`config.mk`:
```
export PLATFORM = sky130hd
export DESIGN_NAME = rhc_ram
export DESIGN_NICKNAME = d
export VERILOG_FILES = /design/src/hw/rtl/refcounted_handle_cache_macros.svh /design/src/hw/rtl/rhc_ram.sv
export SDC_FILE = /design/constraint.sdc
export NUM_CORES = 2
export LEC_CHECK = 0
export ABC_AREA = 1
export BUFFER_PORTS_ARGS = -buffer_cell sky130_fd_sc_hd__buf_2
export CORE_ASPECT_RATIO = 1.5
export CORE_MARGIN = 2
export CORE_UTILIZATION = 37
export DETAILED_ROUTE_END_ITERATION = 7
export PLACE_DENSITY = 0.47
export SYNTH_ARGS = -nofsm -noshare
export SYNTH_HDL_FRONTEND = slang
export SYNTH_SLANG_ARGS = --single-unit
```
`constraint.sdc`:
```
create_clock -name i_clk -period 2.5 [get_ports i_clk]
set_input_delay 0.25 -clock i_clk [delete_from_list [all_inputs] [get_ports i_clk]]
set_output_delay 0.25 -clock i_clk [all_outputs]
set_load 0.1 [all_outputs]
```
`src/hw/rtl/refcounted_handle_cache_macros.svh`:
```
// Assertion macros shared by the handle cache RTL.
// Each macro expects i_clk and i_rst_n to be visible where it is used.
`ifndef REFCOUNTED_HANDLE_CACHE_MACROS_SVH
`define REFCOUNTED_HANDLE_CACHE_MACROS_SVH

// Same-cycle implication, disabled while reset is asserted.
`define RHC_ASSERT_IMP(lbl, ante, cons) \
    lbl: assert property (@(posedge i_clk) disable iff (!i_rst_n) (ante) |-> (cons)) \
        else $error("handle cache assertion failed");

// Next-cycle implication, disabled while reset is asserted.
`define RHC_ASSERT_NXT(lbl, ante, cons) \
    lbl: assert property (@(posedge i_clk) disable iff (!i_rst_n) (ante) |=> (cons)) \
        else $error("handle cache assertion failed");

`endif

```
`src/hw/rtl/rhc_ram.sv`:
```
// Generic simple dual-port RAM with one write port and one registered read port.
// Standalone; no package dependency.
module rhc_ram #(
    parameter int DEPTH = 256,
    parameter int WIDTH = 8
) (
    input  logic                     i_clk,
    input  logic                     i_we,
    input  logic [$clog2(DEPTH)-1:0] i_waddr,
    input  logic [WIDTH-1:0]         i_wdata,
    input  logic                     i_re,
    input  logic [$clog2(DEPTH)-1:0] i_raddr,
    output logic [WIDTH-1:0]         o_rdata
);

    logic [WIDTH-1:0] r_mem [DEPTH];
    logic [WIDTH-1:0] r_rdata;

    always_ff @(posedge i_clk) begin
        if (i_we) begin
            r_mem[i_waddr] <= i_wdata;
        end
        if (i_re) begin
            r_rdata <= r_mem[i_raddr];
        end
    end

    assign o_rdata = r_rdata;

endmodule

```
==> impl_results.md <==
- Fillcell total: between 20,000 and 25,000
- Die area: 229,500 um2
- Die width: approximately 390 um
- Max Clock Freq: about 460 MHz
- Max IR drop VDD: ~0.50 mV
- Fin. Hold Viols: 0
- # DRC: 0
- CP max-delay cell: edfxtp_1
- CTS tree: done
- Worst Setup End Kind: register
- Vias: ~55,000
- CP arrival: between 2000 and 3000 ps
- Final Cycle Share: between 80% and 90%
- Seq/Total Area, Yosys: 73.96%
- Vias/cell: 5.224
- WL per Instance: between 20 and 25 um
- Final HPWL from detailed placement: 168,300 um
- Post-synthesis register bit count: 2,056
- Fin. max-slew vios: 0
- Core ar.: 224,400 um2
- Status: complete, no violations
- Most area-consuming cells after synthesis: edfxtp_1 (74%), nand3_1 (12%), nand2_1 (9.5%)
- CP peak stage delay: roughly 380 ps
- Skew final: 41.72 ps
- Setup-failing EPs final: 0
- Placement Cell Area: 91,410 um2
- Area growth, synth to finish: 17.11%
- RSZ-0062 raised after global routing: false
- Worst slew margin: 32.93%
- Syn Area/Cell: 11.92 um2
- Initial antenna violation count: 14
- Die H: 585.7 um
- 1st-iter DRT viols: 4,924
- Initial Util: 37.20%
- Syn_nets: 7,030
- Global route overflow: 0
- Critical path peak fanout: 1
- Synth cell types: 13
- Synth area leader: edfxtp_1
- GRT Total Usage: 22.69%
- Async SR Flop Fraction: 0%
- Total chip power: 0.07286 W
- Root Driver: clkbuf_16
- Post-CTS Repair Setup Buffers: 0
- Area of the multi-input gates: 19,170 um2
- Worst path required time: 3080 ps
- Final instance area: between 90,000 and 100,000 um2
- Cell row count: about 210
- Detailed Routing Iterations Pass 1: 6
- Post-Layout Cell Count: 10,560
- Setup TNS: 0 ps
- Slew @ Worst Pin: 1002 ps
- Min-Delay Path Class: in -> reg
- Most frequent CP cell: nand3_1
- Number of port buffers: 34
- # H-tree levels: 4
- Share of layout cells above drive strength 1: 12.59%
- Vias in the first global route: between 50,000 and 60,000
- Bufs on Longest Clock Path: 4
- Routability cong.: slightly below 0.9
- Number of synthesized flops with an enable pin: 2,056
- Clk sinks: 2,056
- FF+latch area: roughly 62,000 um2
- Leak Pwr: ~35 nW
- Fin nets: 7,419
- Placed insts: 10,190
- Cell Pwr Density: 745.3 nW/um2
- MaxCap Viol Count: 0
- Syn. warnings: 0
- Largest net degree at the start of global routing: 85
- Routed Antenna Nets: 0
- Skew-Pair Late Insertion Delay: between 800 and 900 ps
- WS Path Type: reg -> reg
- Syn Inst Count: approximately 7,000
- Critical Path, Cell by Cell: nand2_1 -> nand3_1 -> nand3_1 -> nand3_1 -> nand3_1 -> nand3_1 -> nand3_1 -> buf_4 -> nand2_1 -> nand2_1 -> nand2_1
- Main flop type after synthesis: edfxtp_1
- Critical Path Source Type: register
- Reg clk slew, reported paths: around 70 ps
- Synth cell count leaders: nand2_1 (2,123), edfxtp_1 (2,056), nand3_1 (2,019)
- First-pass GRT wire length: 380,900 um
- Cell area after synthesis: 83,480 um2
- # IOs: 35
- Count leader, synth: nand2_1
- Final wirelength: around 260,000 um
- Fin crit period: 2163 ps
- Hold WS: 221.0 ps
- CTS Buf Count: 203
- Yosys top cell area share: 73.96%
-- path summary, 6_finish.rpt --
check | depth (start not counted) | endpoint | start | slack, ps
hold / removal | 5 | r_mem[67][0] | i_waddr[4] | 220
hold reg to reg | 10 | o_rdata[3] | r_mem[140][3] | 1070
setup reg to reg | 11 | o_rdata[4] | r_mem[87][4] | 340
setup / recovery | 11 | o_rdata[4] | r_mem[87][4] | 340
-- critical path, delay by kind of cell (launching register included) --
family | cells | cell delay, ps
simple gates | 10 | 1370
flops | 1 | 380
buf+inv | 1 | 130
-- report_power, final --
group | leakage, nW | switching (W) | internal (W)
Combinational | 13.1 | 0.00368 | 0.00145
Sequential | 18.5 | 0.0000333 | 0.0380
Clock | 3.05 | 0.0131 | 0.0166
-- state kept, by name, summed over array words and instances (netlist names) --
register,flops
r_mem,2048
o_rdata,8
-- layout make-up --
class / count / share of cell area, %
Inverter: 39 / 0.1843
Antenna cell: 1 / 0.002560
Timing Repair Buffer: 667 / 6.808
Clock buffer: 241 / 5.408
Tap cell: 3010 / 3.853
Clock inverter: 118 / 0.9830
Multi-Input combinational cell: 4425 / 19.61
Sequential cell: 2056 / 63.16
-- layer usage --
| layer | routed length [um] | vias to the layer above | GRT usage, % | share of wire [%] |
|---|---|---|---|---|
| li1 | - | 25620 | - | - |
| met1 | 104400 | 27550 | 27.63 | 40 |
| met2 | 137200 | 1560 | 41.16 | 52 |
| met3 | 12490 | 409 | 2.839 | 4.7 |
| met4 | 9637 | 8 | 7.831 | 3.7 |
| met5 | 57 | - | 0 | 0.022 |
-- cell usage in the layout (no fill, tap or decap), drive strengths merged --
| master | netlist | routed |
|---|---|---|
| buf | 371 | 657 |
| bufinv | 0 | 15 |
| clkbuf | 112 | 241 |
| clkinv | 0 | 91 |
| clkinvlp | 0 | 10 |
| diode | 0 | 1 |
| dlygate4sd3 | 0 | 10 |
| edfxtp | 2056 | 2056 |
| inv | 39 | 41 |
| nand2 | 2123 | 2123 |
| nand3 | 2019 | 2019 |
| nor2 | 283 | 283 |
-- logic make-up after synthesis --
family | Yosys count | share of synthesized area (%)
DFF | 2056 | 73.96
buffers and inverters | 522 | 3.116
and+or+nand+nor | 4425 | 22.92
-- timing repair --
item / in CTS / in global routing
hold buffers: 10 / 0
hold endpoints to repair: 342 / 0
gates resized for setup: 0 / 0
-- stage by stage --
step                      utilization, %  worst slack (ps)
after floorplan                        -             758.5
after global placement             40.73            -429.8
after detailed placement           40.73            -439.4
after CTS                          43.56             299.5
after global routing               43.56             274.6
final                              43.56             337.3
No activity file was read; power rests on OpenSTA's default activity.
