<file path="config.mk">
export PLATFORM = sky130hd
export DESIGN_NAME = rhc_scan
export DESIGN_NICKNAME = d
export VERILOG_FILES = /design/src/hw/rtl/refcounted_handle_cache_macros.svh /design/src/hw/rtl/rhc_pkg.sv /design/src/hw/rtl/rhc_scan.sv
export SDC_FILE = /design/constraint.sdc
export NUM_CORES = 1
export LEC_CHECK = 0
export BUFFER_PORTS_ARGS = -buffer_cell sky130_fd_sc_hd__buf_4
export CAP_MARGIN = 10
export CORE_AREA = 3 3 224 226
export CTS_BUF_LIST = sky130_fd_sc_hd__clkbuf_16
export CTS_CLUSTER_DIAMETER = 100
export CTS_CLUSTER_SIZE = 40
export DETAILED_ROUTE_END_ITERATION = 8
export DIE_AREA = 0 0 227 229
export GPL_TIMING_DRIVEN = 0
export HOLD_SLACK_MARGIN = 0.12
export RECOVER_POWER = 100
export SLEW_MARGIN = 30
export SYNTH_ARGS = -nofsm -noshare
export SYNTH_HDL_FRONTEND = slang
export SYNTH_SLANG_ARGS = --single-unit
</file>
<file path="constraint.sdc">
create_clock -name i_clk -period 6.7 [get_ports i_clk]
set_clock_uncertainty 0.2 [all_clocks]
set_input_delay 1.675 -clock i_clk [delete_from_list [all_inputs] [get_ports i_clk]]
set_output_delay 1.675 -clock i_clk [all_outputs]
set_load 0.02 [all_outputs]
</file>
<file path="src/hw/rtl/refcounted_handle_cache_macros.svh">
// Assertion macros shared by the handle cache RTL.
// Each macro expects i_clk and i_rst_n to be visible where it is used.
`ifndef REFCOUNTED_HANDLE_CACHE_MACROS_SVH
`define REFCOUNTED_HANDLE_CACHE_MACROS_SVH

// Same-cycle implication, disabled while reset is asserted.
`define RHC_ASSERT_IMP(lbl, ante, cons) \
    lbl: assert property (@(posedge i_clk) disable iff (!i_rst_n) (ante) |-> (cons)) \
        else $error("handle cache assertion failed");

// Next-cycle implication, disabled while reset is asserted.
`define RHC_ASSERT_NXT(lbl, ante, cons) \
    lbl: assert property (@(posedge i_clk) disable iff (!i_rst_n) (ante) |=> (cons)) \
        else $error("handle cache assertion failed");

`endif

</file>
<file path="src/hw/rtl/rhc_pkg.sv">
// Package for the reference-counted handle cache.
// Holds sizes, operation and status codes, and the entry and scan result types.
package rhc_pkg;

    localparam int ENTRIES  = 256;
    localparam int REF_BITS = 16;
    localparam int IDX_W    = $clog2(ENTRIES);
    localparam int CNT_W    = $clog2(ENTRIES + 1);
    localparam int COLL_W   = 32;
    localparam int OBJ_W    = 64;
    localparam int VAL_W    = 20;
    localparam int OP_W     = 2;
    localparam int ST_W     = 3;

    localparam logic [OP_W-1:0] OP_GET    = 2'd0;
    localparam logic [OP_W-1:0] OP_PUT    = 2'd1;
    localparam logic [OP_W-1:0] OP_REMOVE = 2'd2;

    localparam logic [ST_W-1:0] ST_SUCCESS   = 3'd0;
    localparam logic [ST_W-1:0] ST_BUSY      = 3'd1;
    localparam logic [ST_W-1:0] ST_ERROR     = 3'd2;
    localparam logic [ST_W-1:0] ST_NOT_FOUND = 3'd3;
    localparam logic [ST_W-1:0] ST_FULL      = 3'd4;

    typedef struct packed {
        logic [REF_BITS-1:0] refs;
        logic [COLL_W-1:0]   coll;
        logic [OBJ_W-1:0]    obj;
        logic [VAL_W-1:0]    val;
    } t_entry;

    typedef struct packed {
        logic                match;
        logic [IDX_W-1:0]    m_idx;
        logic [REF_BITS-1:0] m_refs;
        logic [VAL_W-1:0]    m_val;
        logic                free_found;
        logic [IDX_W-1:0]    free_idx;
        logic                zero_found;
        logic [IDX_W-1:0]    zero_idx;
        logic [VAL_W-1:0]    zero_val;
    } t_scan_res;

endpackage

</file>
<file path="src/hw/rtl/rhc_scan.sv">
// Scan engine: sweeps every table entry through the RAM read port once per item.
// Records the first key match, first free entry and first unreferenced entry; uses rhc_pkg.
module rhc_scan
    import rhc_pkg::*;
(
    input  logic               i_clk,
    input  logic               i_rst_n,
    input  logic               i_start,
    input  logic [COLL_W-1:0]  i_coll,
    input  logic [OBJ_W-1:0]   i_obj,
    input  logic [ENTRIES-1:0] i_valid,
    input  t_entry             i_rdata,
    output logic               o_re,
    output logic [IDX_W-1:0]   o_raddr,
    output logic               o_done,
    output t_scan_res          o_res
);

    logic             r_busy;
    logic [CNT_W-1:0] r_cnt;
    logic             r_pend;
    logic [IDX_W-1:0] r_pidx;
    logic             r_done;
    t_scan_res        r_res;
    t_scan_res        n_res;
    logic             w_vld;
    logic             w_key_eq;

    assign o_re    = r_busy && (r_cnt < CNT_W'(ENTRIES));
    assign o_raddr = r_cnt[IDX_W-1:0];
    assign w_vld   = i_valid[r_pidx];
    assign w_key_eq = (i_rdata.coll == i_coll) && (i_rdata.obj == i_obj);

    always_comb begin
        n_res = r_res;
        if (w_vld && w_key_eq && !r_res.match) begin
            n_res.match  = 1'b1;
            n_res.m_idx  = r_pidx;
            n_res.m_refs = i_rdata.refs;
            n_res.m_val  = i_rdata.val;
        end
        if (!w_vld && !r_res.free_found) begin
            n_res.free_found = 1'b1;
            n_res.free_idx   = r_pidx;
        end
        if (w_vld && (i_rdata.refs == '0) && !r_res.zero_found) begin
            n_res.zero_found = 1'b1;
            n_res.zero_idx   = r_pidx;
            n_res.zero_val   = i_rdata.val;
        end
    end

    always_ff @(posedge i_clk) begin
        if (!i_rst_n) begin
            r_busy <= 1'b0;
            r_pend <= 1'b0;
            r_done <= 1'b0;
        end else begin
            r_done <= 1'b0;
            if (i_start) begin
                r_busy <= 1'b1;
                r_cnt  <= '0;
                r_pend <= 1'b0;
                r_res  <= '0;
            end else begin
                if (o_re) begin
                    r_cnt <= r_cnt + CNT_W'(1);
                end
                r_pend <= o_re;
                r_pidx <= o_raddr;
                if (r_pend) begin
                    r_res <= n_res;
                    if (r_pidx == IDX_W'(ENTRIES - 1)) begin
                        r_busy <= 1'b0;
                        r_done <= 1'b1;
                    end
                end
            end
        end
    end

    assign o_done = r_done;
    assign o_res  = r_res;

endmodule

</file>
==> parameters.txt, run 1 <==
Parameter                              Value

Outcome
  Status ... finished with violations
  Violated checks ... max-capacitance violations, max-slew violations

Global routing
  Wire length of the first global-routing pass ... 51.2 mm
  Overflow after GRT ... 0
  Pin count of the biggest net entering global routing ... 19
  Total global routing track utilization ... 13.6%
  Initial antenna violation count ... 1
  Number of global-route vias before repair ... 7976

Layout
  Commonest cells after routing, fill and taps aside ... buf_4, edfxtp_1, clkbuf_1, mux4_2, nor2b_1
  Commonest non-fill, non-tap cell in the layout ... buf_4
  Share of post-route cells with drive strength above 1 ... 51.8%
  Number of inserted diodes ... 0
  Net count reported at finish ... between 1500 and 2000
  Final non-filler cell area ... approximately 0.012 mm^2
  Area growth from synthesis to layout ... 72.7%

Synth
  Post-Synthesis Cells ... 553
  Synthesized cell area ... 0.00712 mm^2
  Proportion of synthesized chip area in sequential cells ... 43.0%
  Number of synthesis warnings ... 0
  Main flop type after synthesis ... edfxtp_1
  Syn_nets ... 1041
  FF+latch count, synth ... 103
  Proportion of synthesized flip-flops having asynchronous set or reset ... 0%
  Synthesized area per cell ... around 13 um^2
  Number of synthesized flops with an enable pin ... 100
  Distinct cell type count after synthesis ... 50

Pwr
  Peak supply drop ... 0.117 mV
  Power Total ... 0.00190 W
  Leakage power of the design ... 5.09 nW
  Comb pwr share ... 29.7%
  Power per cell area ... between 150 and 200 mW/mm^2
  Net switching share of the total power ... around a quarter
  Internal power of the cells ... 0.00140 W
  Clock group share of total power ... about 30%
  Part of the total power dissipated in sequential elements ... roughly two fifths
  Switching power of the nets ... 0.000506 W

Setup path
  Crit-path leading delay family ... compound AO/OA/AOI/OAI gates
  Stage delay of the slowest cell on the critical path ... 1.08 ns
  Slowest stage cell, crit path ... o31ai_1
  Buffers plus inverters on the worst setup path ... 3
  CP Class ... in -> reg
  Startpoint of the most critical register-to-register path ... r_pidx[0]$_DFFE_PP_
  Arrival time at the worst endpoint ... between 5 and 6 ns
  List of cells traversed by the critical path ... clkbuf_4, xnor2_1, o221ai_1, a2111oi_0, nand4_1, nor4_1, nand3_1, o31ai_1, buf_6, buf_6
  Nature of the critical path startpoint ... primary input
  Crit path capture type ... flop
  Length in cells of the worst reg-to-reg path ... 12
  Endpoint required time on the critical path ... 6.56 ns
  Setup slack on the worst flop-to-flop path ... 1.70 ns
  Worst Path Max Fanout ... 12
  Cell mode on critical path ... buf_6
  Reg-to-reg endpoint ... o_res[2]$_SDFFCE_PP0P_

Drt
  Number of detailed-route iterations in the first pass ... 4
  M1 wire length ... 14.4 mm
  Highest layer used for signal routing ... met4
  Met2 Wirelength ... between 15 and 20 mm
  Aggregate routed wire length ... 37.4 mm
  Vias per inst ... 4.06
  Post-detailed-route count of antenna-violating nets ... 0
  Total via count in the routed design ... 7213
  Final routed wire length divided by cell count ... between 20 and 25 um
  Initial detailed-routing violation count ... 259
  # DRC ... 0
  Metal3 WL ... 2.40 mm

Floorplanning
  Boundary Pins ... 580
  Vertical extent of the die ... about 230 um
  Core outline area ... 0.0485 mm^2
  Starting Density ... 14.7%
  Horizontal die dimension ... 227 um
  Placement row count ... 81
  Die ar. ... 0.0520 mm^2

Timing
  Sum of negative setup slack ... 0 ns
  Final number of hold-violating endpoints ... 0
  Final min period ... 5.61 ns
  Part of the cycle the worst path needs ... a little over four fifths
  Worst hold margin ... 0.326 ns
  Setup repair after global routing missed its margin ... false
  Final count of pins violating max slew ... 10
  Peak Freq ... 178 MHz
  Max transition margin ... -3.18%
  Final setup margin ... 1.09 ns
  Worst-Margin Slew ... 1.53 ns
  Final-report setup violation count ... 0

Min path
  Sink of the worst hold path ... r_busy$_SDFFE_PN0P_
  Hold-critical path depth ... 2
  Hold Path Class ... reg -> reg
  Worst min-delay path startpoint ... r_busy$_SDFFE_PN0P_

Clocking
  Root Buffer ... clkbuf_16
  CTS-repair resized insts ... 0
  Buffers inserted by post-CTS timing repair ... 0
  TritonCTS clock tree ... done
  # clock sinks ... 103
  CTS buffer count ... 9
  H-Tree Level Count ... 3
  Longest Clk Path Bufs ... 2
  Hold-fix buffers, CTS ... 0
  Reg clk slew, reported paths ... around 0.07 ns
  Clock Latency Late Sink ... roughly 0.35 ns

Place
  Instance area after placement ... 0.0123 mm^2
  GPL Wtd Cong ... 0.889
  DPL Wire Length ... 33.2 mm
  Count of port buffers added during placement ... 579
  DP Worst Slack ... between 1 and 1.5 ns

Run
  Max-capacitance violation count ... 1
[worst min-delay path, stage by stage (launching register included)]
cell and delay, ns:
dfxtp_1 0.33, a21oi_1 0.06, nor2b_1 0.10
[synthesized netlist by cell type (all sizes together) (2+ instances only)]
cell     count  area [um^2]
mux2i       33          330
nand4       14         87.6
xor2        35          307
o2111ai      3         26.3
a211oi       2         15.0
o21ai        4         20.0
o221ai       2         17.5
inv         32          120
a22o         5         43.8
buf         28          206
a22oi        3         22.5
nor3         3         15.0
nand2b       4         25.0
mux2         5         56.3
a41o         2         20.0
nor4        17          113
and2         2         12.5
a21oi        6         30.0
nor2        20         75.1
nor2b       51          319
mux4        59         1360
a221oi       5         43.8
nand3       14         70.1
o2bb2ai      5         43.8
or3          3         18.8
nand2       11         41.3
nand3b       4         30.0
and3         2         12.5
dfxtp        3         60.1
xnor2       35          307
edfxtp     100         3000
clkbuf      10         37.5
o31ai        2         15.0
o21a         2         15.0
nor3b        2         15.0
o22ai       17          106
a2111oi      2         17.5
[flip-flops by register name (all words and copies together) (netlist names)]
| name | flops |
|---|---|
| r_cnt | 9 |
| o_res | 83 |
| r_pidx | 8 |
| r_busy | 1 |
| o_done | 1 |
| r_pend | 1 |
[routing by layer]
layer	up-vias	global-route usage, %
met5	-	0
met3	36	2.59
met2	368	25.5
li1	3346	-
met4	0	3.86
met1	3463	15.6
[kinds of logic after synthesis]
group | count (synthesis) | share of synthesized area [%]
DFF | 103 | 43.0
xor gates and xnor gates | 70 | 8.61
muxes | 97 | 24.5
adders and majority gates | 1 | 0.176
buffers and inverters | 70 | 5.12
and+or+nand+nor | 148 | 11.8
AOI/OAI and AO/OA | 64 | 6.77
[worst max path at each step]
stage | from | endpoint | slack [ns] | cells after the start
finish | i_obj[61] | o_res[72]$_SDFFCE_PP0P_ | 1.09 | 10
global route | i_obj[61] | o_res[75]$_SDFFCE_PP0P_ | 0.79 | 10
CTS | i_obj[61] | o_res[72]$_SDFFCE_PP0P_ | 1.57 | 10
detailed placement | i_obj[61] | o_res[76]$_SDFFCE_PP0P_ | 1.20 | 10
global placement | i_obj[45] | o_res[75]$_SDFFCE_PP0P_ | -1.53 | 8
floorplan | i_coll[29] | o_res[38]$_SDFFCE_PP0P_ | 1.13 | 7
[through the flow]
stage                     instances  utilization (%)
after global routing           1776             25.3
after detailed placement       1760             25.4
after floorplan                 553                -
after global placement         1754             25.2
after CTS                      1776             26.1
final                          1776             25.3
[power by group through the flow]
| stage | clock (W) | combinational [W] | sequential (W) |
|---|---|---|---|
| detailed placement | 0 | 0.000598 | 0.000781 |
| CTS | 0.000590 | 0.000600 | 0.000767 |
| floorplan | 0 | 0.000195 | 0.000816 |
| global route | 0.000619 | 0.000607 | 0.000770 |
| finish | 0.000573 | 0.000564 | 0.000765 |
| global placement | 0 | 0.000585 | 0.000782 |
[layout make-up]
class	count	area (um^2)
clock buffers	9	225
multi-input cells	380	3680
plain buffers	38	244
inverters	32	120
flip-flops and latches	103	3060
clock inverters	7	101
repair buffers	585	4080
fillers	5213	36200
well taps	622	778
(Power assumes the default switching activity.)
==> run 2: changes to the inputs <==
--- a/config.mk
+++ b/config.mk
@@ -7,12 +7,12 @@
 export LEC_CHECK = 0
 export BUFFER_PORTS_ARGS = -buffer_cell sky130_fd_sc_hd__buf_4
 export CAP_MARGIN = 10
-export CORE_AREA = 3 3 224 226
+export CORE_AREA = 3 3 225 227
 export CTS_BUF_LIST = sky130_fd_sc_hd__clkbuf_16
 export CTS_CLUSTER_DIAMETER = 100
 export CTS_CLUSTER_SIZE = 40
 export DETAILED_ROUTE_END_ITERATION = 8
-export DIE_AREA = 0 0 227 229
+export DIE_AREA = 0 0 228 230
 export GPL_TIMING_DRIVEN = 0
 export HOLD_SLACK_MARGIN = 0.12
 export RECOVER_POWER = 100
==> constraint.sdc (replaced) <==
create_clock -name i_clk -period 5.7 [get_ports i_clk]
set_clock_uncertainty 0.2 [all_clocks]
set_input_delay 1.425 -clock i_clk [delete_from_list [all_inputs] [get_ports i_clk]]
set_output_delay 1.425 -clock i_clk [all_outputs]
set_load 0.02 [all_outputs]
==> run 2 against run 1 <==
Compared with the run above:
- non-clock buffer count is the same
- first-iteration DRC count rose by 7.7%
- largest power group unchanged
- largest cell class unchanged
- the run now ends clean
- sequential share of layout area down 0.13 points
==> parameters.txt, run 2 (synthesis gave the netlist of run 1 again) <==
Parameter                              Value

Outcome
  Status ... finished, final reports clean

Place
  DPL Wire Length ... 34.0 mm
  GPL Wtd Cong ... ~0.96
  Count of port buffers added during placement ... 579
  Instance area after placement ... roughly 0.012 mm^2

Layout
  Share of post-route cells with drive strength above 1 ... 52.1%
  Commonest non-fill, non-tap cell in the layout ... buf_4
  Net count reported at finish ... 1637
  Final Core Density ... roughly a quarter
  Final non-filler cell area ... 0.0124 mm^2
  Commonest cells after routing, fill and taps aside ... buf_4, clkbuf_1, edfxtp_1, mux4_2, nor2b_1
  Area growth from synthesis to layout ... 73.7%
  Max reg flops ... 83
  Number of fill cells in the layout ... around 5300
  Number of inserted diodes ... 0

Min path
  Hold Path Class ... reg -> reg

Timing
  Final count of pins violating max slew ... 0
  Final-report setup violation count ... 0
  Final min period ... 5.15 ns
  Final number of hold-violating endpoints ... 0
  Part of the cycle the worst path needs ... 90.3%
  Setup repair after global routing missed its margin ... false
  Max transition margin ... between 20% and 30%
  Worst-Margin Slew ... roughly 1.1 ns
  Peak Freq ... 194 MHz

Pwr
  Net switching share of the total power ... 28.2%
  Part of the total power dissipated in sequential elements ... 41.3%
  Peak supply drop ... 0.109 mV
  Switching power of the nets ... 0.000614 W
  Clock group share of total power ... 27.8%
  Power Total ... 0.00218 W
  Power per cell area ... 176 mW/mm^2
  Comb pwr share ... ~31%
  Leakage power of the design ... between 5 and 6 nW
  Internal power of the cells ... 0.00156 W

Clocking
  Clock Latency Late Sink ... 0.36 ns
  Root Buffer ... clkbuf_16
  CTS buffer count ... 9
  # clock sinks ... 103
  Reg clk slew, reported paths ... 0.09 ns
  Buffers inserted by post-CTS timing repair ... 0
  TritonCTS clock tree ... done
  H-Tree Level Count ... 3
  Longest Clk Path Bufs ... 2
  Hold-fix buffers, CTS ... 0
  CTS-repair resized insts ... 0

Drt
  Aggregate routed wire length ... approximately 39 mm
  Vias per inst ... about 4.0
  Number of detailed-route iterations in the first pass ... 5
  # DRC ... 0
  Final routed wire length divided by cell count ... 21.2 um
  Initial detailed-routing violation count ... approximately 280
  Post-detailed-route count of antenna-violating nets ... 0
  Total via count in the routed design ... ~7300

Floorplanning
  Horizontal die dimension ... 228 um
  Boundary Pins ... 580
  Core outline area ... approximately 0.049 mm^2
  Starting Density ... around 15%
  Die ar. ... ~0.052 mm^2
  Placement row count ... between 80 and 90
  Vertical extent of the die ... about 230 um

Setup path
  Cell mode on critical path ... clkbuf_1
  Crit-path leading delay family ... buffers and inverters
  CP Class ... reg -> reg
  List of cells traversed by the critical path ... clkbuf_1, clkbuf_1, clkbuf_1, mux2i_1, o22ai_1, a21oi_1, nand3_1, a32oi_2, a22o_1
  Slowest stage cell, crit path ... clkbuf_1
  Nature of the critical path startpoint ... flop
  Crit path capture type ... flop
  Stage delay of the slowest cell on the critical path ... 0.86 ns
  Worst Path Max Fanout ... 10
  Arrival time at the worst endpoint ... 4.93 ns
  Buffers plus inverters on the worst setup path ... 3
  Endpoint required time on the critical path ... 5.48 ns

Global routing
  Initial antenna violation count ... 3
  Number of global-route vias before repair ... 8060
  Overflow after GRT ... 0
  Wire length of the first global-routing pass ... ~53 mm
  Pin count of the biggest net entering global routing ... 20
  Total global routing track utilization ... 13.7%

Run
  Max-capacitance violation count ... 0
[run 2: path summary, 6_finish.rpt]
| kind | slack (ns) | cells after the start | from | endpoint |
|---|---|---|---|---|
| min reg2reg | 0.33 | 2 | r_busy$_SDFFE_PN0P_ | r_busy$_SDFFE_PN0P_ |
| min | 0.33 | 2 | r_busy$_SDFFE_PN0P_ | r_busy$_SDFFE_PN0P_ |
| max reg2reg | 0.55 | 9 | r_pidx[2]$_DFFE_PP_ | o_res[29]$_SDFFCE_PP0P_ |
| max | 0.55 | 9 | r_pidx[2]$_DFFE_PP_ | o_res[29]$_SDFFCE_PP0P_ |
[run 2: worst register-to-register path: cells and delay by family (launching register included)]
family                 cells  cell delay [ns]
muxes                      1             0.44
buffers and inverters      3             2.19
DFF                        1             0.38
AOI/OAI and AO/OA          4             1.39
and+or+nand+nor            1             0.16
[run 2: power by group through the flow]
stage	registers, W	clock network, W	logic, W
after floorplan	0.000959	0	0.000229
after global placement	0.000920	0	0.000692
after detailed placement	0.000919	0	0.000705
after CTS	0.000902	0.000627	0.000707
after global routing	0.000905	0.000658	0.000716
final	0.000899	0.000605	0.000671
[run 2: cell type report]
cell class                      instances  area, um^2  area share, %
Tap cell                              664         831           6.72
Clock inverter                          7        62.6          0.506
Multi-Input combinational cell        380        3720           30.1
Timing Repair Buffer                  585        4100           33.1
Inverter                               32         120          0.972
Buffer                                 38         240           1.94
Sequential cell                       103        3060           24.8
Clock buffer                            9         225           1.82
[run 2: metrics by stage]
step / setup WS [ns] / TNS [ns] / hold slack [ns] / cells
finish: 0.551 / 0 / 0.326 / 1818
CTS: 0.555 / 0 / 0.323 / 1818
global route: 0.180 / 0 / 0.359 / 1818
detailed placement: 0.196 / 0 / 0.306 / 1802
floorplan: 0.379 / 0 / 0.271 / 553
global placement: -2.18 / -144.72 / 0.308 / 1796
[run 2: layer usage]
layer	up-vias	routed length, um	track usage, %	part of all wire, %
met5	-	0	0	0
met4	0	709	2.98	1.8
met3	35	2330	2.58	6.0
met2	398	20500	26.5	53
met1	3541	15000	15.7	39
li1	3349	-	-	-
